===== src/hw/rtl/wpsm_pkg.sv =====
`timescale 1ns / 1ps
// ----------------------------------------------------------------------------
// wpsm_pkg: shared types and constants of the wearable power state machine
// Power modes, command codes, register indexes and register reset values.
// ----------------------------------------------------------------------------
package wpsm_pkg;

  typedef enum logic [1:0] {
    MODE_MONITORING = 2'd0,
    MODE_IDLE       = 2'd1,
    MODE_DORMANT    = 2'd2
  } mode_t;

  typedef enum logic [1:0] {
    CMD_START  = 2'd0,
    CMD_TICK   = 2'd1,
    CMD_CANCEL = 2'd2
  } cmd_t;

  localparam int unsigned CfgIdxW  = 3;
  localparam int unsigned CfgDataW = 32;
  localparam int unsigned TimeW    = 32;
  localparam int unsigned CountW   = 8;

  localparam logic [CfgIdxW-1:0] CFG_DORMANT_ALLOWED   = 3'd0;
  localparam logic [CfgIdxW-1:0] CFG_NO_FINGER_TIMEOUT = 3'd1;
  localparam logic [CfgIdxW-1:0] CFG_STILL_TIMEOUT     = 3'd2;
  localparam logic [CfgIdxW-1:0] CFG_PROBE_WINDOW_LEN  = 3'd3;
  localparam logic [CfgIdxW-1:0] CFG_PROBE_INTERVAL    = 3'd4;

  localparam logic [TimeW-1:0]  RST_NO_FINGER_TIMEOUT = 32'd30000;
  localparam logic [TimeW-1:0]  RST_STILL_TIMEOUT     = 32'd300000;
  localparam logic [CountW-1:0] RST_PROBE_WINDOW_LEN  = 8'd5;
  localparam logic [TimeW-1:0]  RST_PROBE_INTERVAL    = 32'd2000;

  localparam logic [CountW-1:0] PROBE_COUNT_MAX = {CountW{1'b1}};

endpackage


===== src/hw/rtl/wpsm_in_if.sv =====
`timescale 1ns / 1ps
// ----------------------------------------------------------------------------
// wpsm_in_if: command channel of the wearable power state machine
// Valid/ready channel carrying one command word per handshake.
// ----------------------------------------------------------------------------
interface wpsm_in_if;
  logic        valid;
  logic        ready;
  logic [1:0]  command;
  logic [31:0] now_ms;
  logic        finger_present;
  logic        motion_seen;
  logic        woke_on_timer;

  modport source (
    output valid, command, now_ms, finger_present, motion_seen, woke_on_timer,
    input  ready
  );
  modport sink (
    input  valid, command, now_ms, finger_present, motion_seen, woke_on_timer,
    output ready
  );
endinterface


===== src/hw/rtl/wpsm_out_if.sv =====
`timescale 1ns / 1ps
// ----------------------------------------------------------------------------
// wpsm_out_if: status channel of the wearable power state machine
// Valid/ready channel carrying one status word per handshake.
// ----------------------------------------------------------------------------
interface wpsm_out_if;
  logic       valid;
  logic       ready;
  logic [1:0] power_state;
  logic       sensor_awake;

  modport source (output valid, power_state, sensor_awake, input ready);
  modport sink   (input valid, power_state, sensor_awake, output ready);
endinterface


===== src/hw/rtl/wearable_power_state_machine_unit.sv =====
`timescale 1ns / 1ps
// ----------------------------------------------------------------------------
// wearable_power_state_machine_unit: three-mode sensor power manager
// Tracks finger and motion times, runs duty-cycled finger probe windows in
// idle and drops to dormant after a stillness timeout when allowed.
// ----------------------------------------------------------------------------
//  channel   dir  handshake            word
//  in_ch     in   valid/ready          command, now_ms, finger/motion/woke flags
//  out_ch    out  valid/ready          power_state, sensor_awake
//  cfg_*     in   cfg_we (no ready)    cfg_index, cfg_wdata
//
//  One command word per cycle sustained while out_ch.ready stays high. A word
//  accepted sits in the input register, is applied to the state and lands in
//  the output register, where its status word waits to be taken.
//  Reset (rst_n low, synchronous) puts the block in idle, probe off, all time
//  stamps 0 and the registers at their default values.
//  A stalled output holds its word; the input register takes one more word
//  behind it, and in_ch.ready drops only while both registers are full and
//  out_ch.ready is low.
// ----------------------------------------------------------------------------
module wearable_power_state_machine_unit (
  input  logic                           clk,
  input  logic                           rst_n,
  wpsm_in_if.sink                        in_ch,
  wpsm_out_if.source                     out_ch,
  input  logic                           cfg_we,
  input  logic [wpsm_pkg::CfgIdxW-1:0]   cfg_index,
  input  logic [wpsm_pkg::CfgDataW-1:0]  cfg_wdata
);
  import wpsm_pkg::*;

  // configuration registers
  logic              dormant_allowed_r;
  logic [TimeW-1:0]  no_finger_timeout_r;
  logic [TimeW-1:0]  still_timeout_r;
  logic [CountW-1:0] probe_window_len_r;
  logic [TimeW-1:0]  probe_interval_r;

  // input stage
  logic              s1_valid_r;
  logic [1:0]        s1_command_r;
  logic [TimeW-1:0]  s1_now_r;
  logic              s1_finger_r;
  logic              s1_motion_r;
  logic              s1_woke_r;

  // power state
  mode_t             mode_r, mode_nxt;
  logic              probe_active_r, probe_active_nxt;
  logic [CountW-1:0] probe_count_r, probe_count_nxt;
  logic [TimeW-1:0]  last_finger_r, last_finger_nxt;
  logic [TimeW-1:0]  last_motion_r, last_motion_nxt;
  logic [TimeW-1:0]  phase_start_r, phase_start_nxt;

  // output stage
  logic              out_valid_r;
  mode_t             out_state_r;
  logic              out_awake_r;
  logic              awake_nxt;

  logic              advance;
  logic              fire;
  logic              in_ready;
  logic [CountW-1:0] count_inc;

  assign advance  = !out_valid_r || out_ch.ready;
  assign fire     = s1_valid_r && advance;
  assign in_ready = !s1_valid_r || advance;

  assign in_ch.ready         = in_ready;
  assign out_ch.valid        = out_valid_r;
  assign out_ch.power_state  = out_state_r;
  assign out_ch.sensor_awake = out_awake_r;

  // configuration writes
  always_ff @(posedge clk) begin
    if (!rst_n) begin
      dormant_allowed_r   <= 1'b0;
      no_finger_timeout_r <= RST_NO_FINGER_TIMEOUT;
      still_timeout_r     <= RST_STILL_TIMEOUT;
      probe_window_len_r  <= RST_PROBE_WINDOW_LEN;
      probe_interval_r    <= RST_PROBE_INTERVAL;
    end else if (cfg_we) begin
      case (cfg_index)
        CFG_DORMANT_ALLOWED:   dormant_allowed_r   <= cfg_wdata[0];
        CFG_NO_FINGER_TIMEOUT: no_finger_timeout_r <= cfg_wdata[TimeW-1:0];
        CFG_STILL_TIMEOUT:     still_timeout_r     <= cfg_wdata[TimeW-1:0];
        CFG_PROBE_WINDOW_LEN:  probe_window_len_r  <= cfg_wdata[CountW-1:0];
        CFG_PROBE_INTERVAL:    probe_interval_r    <= cfg_wdata[TimeW-1:0];
        default: ;
      endcase
    end
  end

  // input register
  always_ff @(posedge clk) begin
    if (!rst_n) begin
      s1_valid_r <= 1'b0;
    end else if (in_ready) begin
      s1_valid_r <= in_ch.valid;
    end
  end

  always_ff @(posedge clk) begin
    if (in_ready && in_ch.valid) begin
      s1_command_r <= in_ch.command;
      s1_now_r     <= in_ch.now_ms;
      s1_finger_r  <= in_ch.finger_present;
      s1_motion_r  <= in_ch.motion_seen;
      s1_woke_r    <= in_ch.woke_on_timer;
    end
  end

  assign count_inc = (probe_count_r == PROBE_COUNT_MAX) ? probe_count_r
                                                        : probe_count_r + 1'b1;

  // next state for the word in the input register
  always_comb begin
    mode_nxt         = mode_r;
    probe_active_nxt = probe_active_r;
    probe_count_nxt  = probe_count_r;
    last_finger_nxt  = last_finger_r;
    last_motion_nxt  = last_motion_r;
    phase_start_nxt  = phase_start_r;

    case (s1_command_r)
      CMD_START: begin
        mode_nxt         = MODE_IDLE;
        last_finger_nxt  = s1_now_r;
        last_motion_nxt  = s1_woke_r ? s1_now_r - still_timeout_r : s1_now_r;
        probe_active_nxt = 1'b1;
        probe_count_nxt  = '0;
        phase_start_nxt  = s1_now_r;
      end
      CMD_TICK: begin
        if (s1_motion_r) last_motion_nxt = s1_now_r;
        if (s1_finger_r) last_finger_nxt = s1_now_r;
        case (mode_r)
          MODE_MONITORING: begin
            if (s1_now_r - last_finger_nxt >= no_finger_timeout_r) begin
              mode_nxt         = MODE_IDLE;
              probe_active_nxt = 1'b0;
              probe_count_nxt  = '0;
              phase_start_nxt  = s1_now_r;
            end
          end
          MODE_IDLE: begin
            if (probe_active_r && s1_finger_r) begin
              // finger found during the probe: back to monitoring, count kept
              mode_nxt         = MODE_MONITORING;
              probe_active_nxt = 1'b0;
            end else begin
              if (probe_active_r) begin
                probe_count_nxt = count_inc;
                if (count_inc >= probe_window_len_r) begin
                  probe_active_nxt = 1'b0;
                  phase_start_nxt  = s1_now_r;
                end
              end else if (s1_now_r - phase_start_r >= probe_interval_r) begin
                probe_active_nxt = 1'b1;
                probe_count_nxt  = '0;
              end
              if (dormant_allowed_r && !probe_active_nxt &&
                  (s1_now_r - last_motion_nxt >= still_timeout_r)) begin
                mode_nxt = MODE_DORMANT;
              end
            end
          end
          default: ;
        endcase
      end
      CMD_CANCEL: begin
        mode_nxt         = MODE_IDLE;
        last_motion_nxt  = s1_now_r;
        probe_active_nxt = 1'b0;
        probe_count_nxt  = '0;
        phase_start_nxt  = s1_now_r;
      end
      default: ;  // unused code: drop the command, report current state
    endcase

    case (mode_nxt)
      MODE_MONITORING: awake_nxt = 1'b1;
      MODE_IDLE:       awake_nxt = probe_active_nxt;
      default:         awake_nxt = 1'b0;
    endcase
  end

  always_ff @(posedge clk) begin
    if (!rst_n) begin
      mode_r         <= MODE_IDLE;
      probe_active_r <= 1'b0;
      probe_count_r  <= '0;
      last_finger_r  <= '0;
      last_motion_r  <= '0;
      phase_start_r  <= '0;
    end else if (fire) begin
      mode_r         <= mode_nxt;
      probe_active_r <= probe_active_nxt;
      probe_count_r  <= probe_count_nxt;
      last_finger_r  <= last_finger_nxt;
      last_motion_r  <= last_motion_nxt;
      phase_start_r  <= phase_start_nxt;
    end
  end

  // output register
  always_ff @(posedge clk) begin
    if (!rst_n) begin
      out_valid_r <= 1'b0;
    end else if (advance) begin
      out_valid_r <= s1_valid_r;
    end
  end

  always_ff @(posedge clk) begin
    if (fire) begin
      out_state_r <= mode_nxt;
      out_awake_r <= awake_nxt;
    end
  end

  // dormant is only entered with the probe closed, and stays closed there
  a_dormant_probe_off: assert property (@(posedge clk) disable iff (!rst_n)
    mode_r == MODE_DORMANT |-> !probe_active_r)
    else $error("probe window open in dormant");

  // dormant only leaves to idle
  a_dormant_exit: assert property (@(posedge clk) disable iff (!rst_n)
    mode_r == MODE_DORMANT |=> (mode_r == MODE_DORMANT || mode_r == MODE_IDLE))
    else $error("dormant left to a mode other than idle");

  // a word in the input register moves on when the output slot is empty
  a_stage_advance: assert property (@(posedge clk) disable iff (!rst_n)
    s1_valid_r && !out_valid_r |=> out_valid_r)
    else $error("input word not advanced into empty output slot");

  // a reported awake sensor never goes with dormant
  a_awake_state: assert property (@(posedge clk) disable iff (!rst_n)
    out_valid_r && out_awake_r |-> out_state_r != MODE_DORMANT)
    else $error("sensor awake reported in dormant");

endmodule


===== src/flat_wrapper.sv =====
// flat-port wrapper written by rule: the top's interface ports become plain ports
module wearable_power_state_machine_unit_flat import wpsm_pkg::*;
  (clk, rst_n, cfg_we, cfg_index, cfg_wdata, in_ch_valid, in_ch_command, in_ch_now_ms, in_ch_finger_present, in_ch_motion_seen, in_ch_woke_on_timer, in_ch_ready, out_ch_valid, out_ch_power_state, out_ch_sensor_awake, out_ch_ready);
  wpsm_in_if in_ch_i ();
  wpsm_out_if out_ch_i ();
  input  logic clk;
  input  logic rst_n;
  input  logic cfg_we;
  input  logic [wpsm_pkg::CfgIdxW-1:0] cfg_index;
  input  logic [wpsm_pkg::CfgDataW-1:0] cfg_wdata;
  input wire logic [$bits(in_ch_i.valid)-1:0] in_ch_valid;
  input wire logic [$bits(in_ch_i.command)-1:0] in_ch_command;
  input wire logic [$bits(in_ch_i.now_ms)-1:0] in_ch_now_ms;
  input wire logic [$bits(in_ch_i.finger_present)-1:0] in_ch_finger_present;
  input wire logic [$bits(in_ch_i.motion_seen)-1:0] in_ch_motion_seen;
  input wire logic [$bits(in_ch_i.woke_on_timer)-1:0] in_ch_woke_on_timer;
  output wire logic [$bits(in_ch_i.ready)-1:0] in_ch_ready;
  output wire logic [$bits(out_ch_i.valid)-1:0] out_ch_valid;
  output wire logic [$bits(out_ch_i.power_state)-1:0] out_ch_power_state;
  output wire logic [$bits(out_ch_i.sensor_awake)-1:0] out_ch_sensor_awake;
  input wire logic [$bits(out_ch_i.ready)-1:0] out_ch_ready;
  assign in_ch_i.valid = in_ch_valid;
  assign in_ch_i.command = in_ch_command;
  assign in_ch_i.now_ms = in_ch_now_ms;
  assign in_ch_i.finger_present = in_ch_finger_present;
  assign in_ch_i.motion_seen = in_ch_motion_seen;
  assign in_ch_i.woke_on_timer = in_ch_woke_on_timer;
  assign in_ch_ready = in_ch_i.ready;
  assign out_ch_valid = out_ch_i.valid;
  assign out_ch_power_state = out_ch_i.power_state;
  assign out_ch_sensor_awake = out_ch_i.sensor_awake;
  assign out_ch_i.ready = out_ch_ready;
  wearable_power_state_machine_unit u_core (.clk(clk), .rst_n(rst_n), .in_ch(in_ch_i), .out_ch(out_ch_i), .cfg_we(cfg_we), .cfg_index(cfg_index), .cfg_wdata(cfg_wdata));
endmodule

===== config.mk =====
export PLATFORM = sky130hd
export DESIGN_NAME = wearable_power_state_machine_unit_flat
export DESIGN_NICKNAME = d
export VERILOG_FILES = /design/src/hw/rtl/wpsm_pkg.sv /design/src/hw/rtl/wpsm_in_if.sv /design/src/hw/rtl/wpsm_out_if.sv /design/src/hw/rtl/wearable_power_state_machine_unit.sv /design/src/flat_wrapper.sv
export SDC_FILE = /design/constraint.sdc
export NUM_CORES = 1
export LEC_CHECK = 0
export ABC_AREA = 1
export BUFFER_PORTS_ARGS = -buffer_cell sky130_fd_sc_hd__buf_4
export CORE_ASPECT_RATIO = 0.75
export CORE_UTILIZATION = 31
export DETAILED_ROUTE_END_ITERATION = 8
export HOLD_SLACK_MARGIN = 0.12
export RECOVER_POWER = 25
export SLEW_MARGIN = 10
export SYNTH_ARGS = -nofsm -noshare
export SYNTH_HDL_FRONTEND = slang
export SYNTH_SLANG_ARGS = --single-unit

===== constraint.sdc =====
create_clock -name clk -period 7.5 [get_ports clk]
set_clock_uncertainty 0.1 [all_clocks]
set_input_delay 0.75 -clock clk [delete_from_list [all_inputs] [get_ports clk]]
set_output_delay 0.75 -clock clk [all_outputs]
set_load 0.02 [all_outputs]

==> results.md <==
Synthesis:
- The cell count after synthesis came out at 2873.
- For this run, asynchronously set or reset flops after synthesis account for 0.
- The number of warnings printed during yosys synthesis is 0.
- The area share of the leading cell type in the synthesized netlist is 0.2146.
- The synthesized area divided by synthesized cell count is 6.949 sq um.
- The top cell type by total area after synthesis is dfxtp_1.
- The synthesized design contains 40 enable-type register cells.
- The most used flip-flop cell after synthesis is dfxtp_1.
- The part of the Yosys area used for sequential elements is 0.2748.
- The register bit total from synthesis is 254.
- In the post-synthesis netlist, the biggest area contributors are dfxtp_1 21%, ha_1 15%, nand2_1 9.9%.
- The count of unique library cells instantiated by Yosys is 58.
- The synthesized net count is 3187.
- The post-synth design cell area is 19960 sq um.

Critical path:
- In this run the worst setup path begins at u_core.s1_finger_r.
- The worst setup slack for register-to-register paths is 2010 ps.
- The worst setup path is captured at a flop.
- The reg-to-reg critical path endpoint is u_core.phase_start_r[7].
- For the worst flop-to-flop path, the logic depth is 25.
- STA classifies the critical path startpoint as a flop.
- The source of the worst register-to-register timing path is u_core.s1_finger_r.
- The required time at the worst-slack endpoint is 7920 ps.
- For the worst setup path, the data arrival time is 5900 ps.
- The maximum fanout along the worst path is 64.
- The worst setup path is of the flop to flop kind.

Min path:
- The endpoint of the worst hold-timing path is u_core.s1_now_r[19].
- Along the worst hold path, the cell count comes to 1.
- The start point of the worst hold path is in_ch_now_ms[19].
- The tightest min-delay check is of the primary input to flop type.

Layout:
- The number of inserted filler cells in the final layout is 6908.
- The share of cells above drive strength 1 is 0.06446.
- The layout-stage area growth over the synthesis result is 12.26%.
- The repair_antennas step left the layout with diodes totalling 0.
- The net count of the finished layout is 3222.

Floorplanning:
- The die covers 65430 sq um.
- The die is 295.0 um wide.
- The die span in y is 221.8 um.
- The placeable core region is 63660 sq um.
- In this run the count of I/O pins placed on the die edge is 82.
- The initialized floorplan defines 80 standard-cell rows.
- The starting density of the core is 0.3136.

GRT:
- The number of global-route vias before repair is 17570.
- The first global-routing pass estimated 102900 um of wire.
- Entering global routing, the biggest net connects 78 pins.
- The total congestion overflow after global routing is 0.
- The overall track demand over capacity in global routing is 0.2025.
- The number of antenna violations at the first check in global routing is 2.

Clock tree:
- Post-CTS timing repair inserted 0 buffers for setup.
- The TritonCTS sink count is 254.
- In this run the clock root is driven by a clkbuf_16.
- The number of gates resized after CTS was 0.
- The clock latency on the worst-skew pair is 600 ps.
- The hold-fix buffer count after cts is 0.
- The clock buffer count from CTS is 30.
- The number of levels the H-tree was split into is 1.
- After clock tree synthesis, the clock-pin slew on the worst setup and hold paths is 70 ps.
- TritonCTS built the clock tree.
- The maximum clock insertion buffer count is 3.

Place:
- The weighted congestion at the end of routability-driven global placement is 0.9084.
- Detailed placement ended at an HPWL of 52350 um.
- The count of input and output buffers is 81.

Timing:
- Hold timing on the final database bottoms out at a slack of 253.7 ps.
- The minimum clock period after layout is 5487 ps.
- The final count of pins violating max slew was 164.
- The actual transition at the worst max-transition pin is 2398 ps.
- The number of hold violations in the final report is 0.
- Setup total negative slack on the finished layout was measured at 0 ps.
- The final number of setup-violating endpoints is 0.
- In the finished design, the share of the clock period the worst path needs comes to 0.7316.
- The top achievable clock speed is 0.1822 GHz.
- The worst slew margin relative to its limit is -0.5988.
- Setup repair after global routing left no endpoint under its margin.

Drt:
- The average vias per placed instance is 5.121.
- After detailed routing, the number of remaining DRC violations is 0.
- In this run the remaining antenna-violating nets after routing total 0.
- The detailed router placed 19420 vias in this run.
- The routed wire length per instance is 17.83 um.
- The sum of routed wire length over all layers is 67640 um.
- The detailed-router iteration count before antenna repair is 6.
- For this block, the initial DRC count from the detailed router was 2038.

Power:
- The standby leakage power is 9.861 nW.
- The worst-case IR drop observed on VDD is 0.1719 mV.
- Dividing total power by cell area gives a power density of 206.9 nW/um^2.

Job:
- The max-cap check violation count is 4.

Run status:
- The final reports fail on capacitance limit, slew limit.
- The flow ran to the end, but the final reports show violations.
## state kept, by name, summed over array words and instances (netlist names), 2 cells and up
name,cells
u_core.no_finger_timeout_r,32
u_core.s1_command_r,2
u_core.out_ch.power_state,2
u_core.last_motion_r,32
u_core.probe_interval_r,32
u_core.s1_now_r,32
u_core.still_timeout_r,32
u_core.probe_window_len_r,8
u_core.last_finger_r,32
u_core.probe_count_r,8
u_core.phase_start_r,32
u_core.mode_r,2
## stage by stage
step / setup WS, ps / power [mW] / instances / util / cell area (sq um)
global route: 1528 / 4.933 / 3793 / 0.3520 / 22410
CTS: 2095 / 4.646 / 3793 / 0.3528 / 22460
global placement: 2241 / 3.054 / 3737 / 0.3364 / 21420
detailed placement: 2139 / 3.063 / 3737 / 0.3364 / 21420
floorplan: 3059 / 2.646 / 2873 / - / 19960
finish: 2013 / 4.637 / 3793 / 0.3520 / 22410
## metal layers
metal	GRT usage	part of all wire	up-vias
li1	-	-	9802
met1	0.3268	0.51	8847
met2	0.2783	0.38	709
met3	0.02977	0.088	65
met4	0.03393	0.016	0
met5	0	0	-
## power breakdown
group          leakage [nW]  internal [mW]  switching, mW
logic                  7.21          0.566          0.964
clock network         0.521          0.929          0.646
registers              2.14           1.46         0.0738
total                  9.86           2.95           1.68
## cell usage in the layout, fill, tap and decap left out, types with 4 or more instances in the layout
| master | synthesis | final |
|---|---|---|
| nand2_1 | 528 | 529 |
| a21oi_1 | 357 | 356 |
| inv_1 | 330 | 330 |
| nor2_1 | 298 | 298 |
| o21ai_0 | 296 | 296 |
| ha_1 | 233 | 233 |
| dfxtp_1 | 214 | 214 |
| nand3_1 | 80 | 80 |
| xor2_1 | 79 | 79 |
| buf_4 | 1 | 61 |
| edfxtp_1 | 40 | 40 |
| xnor2_1 | 36 | 36 |
| o211ai_1 | 36 | 36 |
| clkbuf_4 | 0 | 34 |
| clkbuf_16 | 0 | 32 |
| a211oi_1 | 31 | 31 |
| nor3_1 | 24 | 24 |
| nand4_1 | 22 | 22 |
| a21o_1 | 18 | 18 |
| o21bai_1 | 17 | 17 |
| o221ai_1 | 15 | 15 |
| clkbuf_1 | 88 | 14 |
| o22ai_1 | 13 | 13 |
| a21oi_2 | 11 | 12 |
| o21ai_1 | 12 | 12 |
| clkinv_2 | 0 | 9 |
| nor4_1 | 7 | 8 |
| o21ai_2 | 8 | 8 |
| a31oi_1 | 7 | 7 |
| o21bai_2 | 5 | 5 |
| a221oi_1 | 5 | 5 |
| clkbuf_8 | 0 | 5 |
| o21a_1 | 4 | 4 |
| nor2_2 | 4 | 4 |
| fa_1 | 4 | 4 |
## synthesized netlist by cell type, drive strengths merged (25+ instances only)
cell type	count
a211oi	31
a21oi	368
clkbuf	88
dfxtp	214
edfxtp	40
ha	233
inv	332
nand2	529
nand3	81
nor2	302
nor3	25
o211ai	36
o21ai	316
xnor2	36
xor2	79
## worst max-delay path by stage
stage,depth (start not counted),to
final,25,u_core.phase_start_r[7]
after global routing,25,u_core.phase_start_r[3]
after CTS,23,u_core.phase_start_r[7]
after detailed placement,23,u_core.phase_start_r[7]
after global placement,25,u_core.phase_start_r[0]
after floorplan,28,u_core.phase_start_r[18]
## logic make-up (layout without fill, tap and decap cells)
family          count (synthesis)  count (layout)  synth area share
flops                         254             254            0.2748
compound gates                850             850            0.2401
mux                             1               1         0.0005640
simple gates                  981             981            0.2006
buf+inv                       435             494           0.08348
fa+ha+maj                     237             237            0.1500
xor+xnor                      115             115           0.05045
## area by class of cell
class	count	area (sq um)	area share
repair buffers	105	747.0	0.03333
well taps	861	1077	0.04807
flip-flops and latches	254	5485	0.2448
clock inverters	15	156.4	0.006979
inverters	333	1250	0.05577
multi-input cells	2184	12810	0.5715
clock buffers	41	888.4	0.03964
## critical path: stages, from the launching register on
cell	delay [ps]
edfxtp_1	950
buf_4	290
nand2_1	60
o21ai_0	170
ha_1	370
a21oi_1	240
o21ai_0	140
a21o_1	190
nand2_1	60
nand3_1	140
nand2_1	90
o211ai_1	140
a21oi_1	190
xor2_1	90
ha_1	300
nand2_1	80
nor2_2	130
nand2_1	110
nor4_4	150
nand3_1	130
nand4_1	150
nand3b_4	170
nand3_4	520
nand2_1	230
nand2_1	70
nor2_1	120
Power figures use the tool's default switching activity.
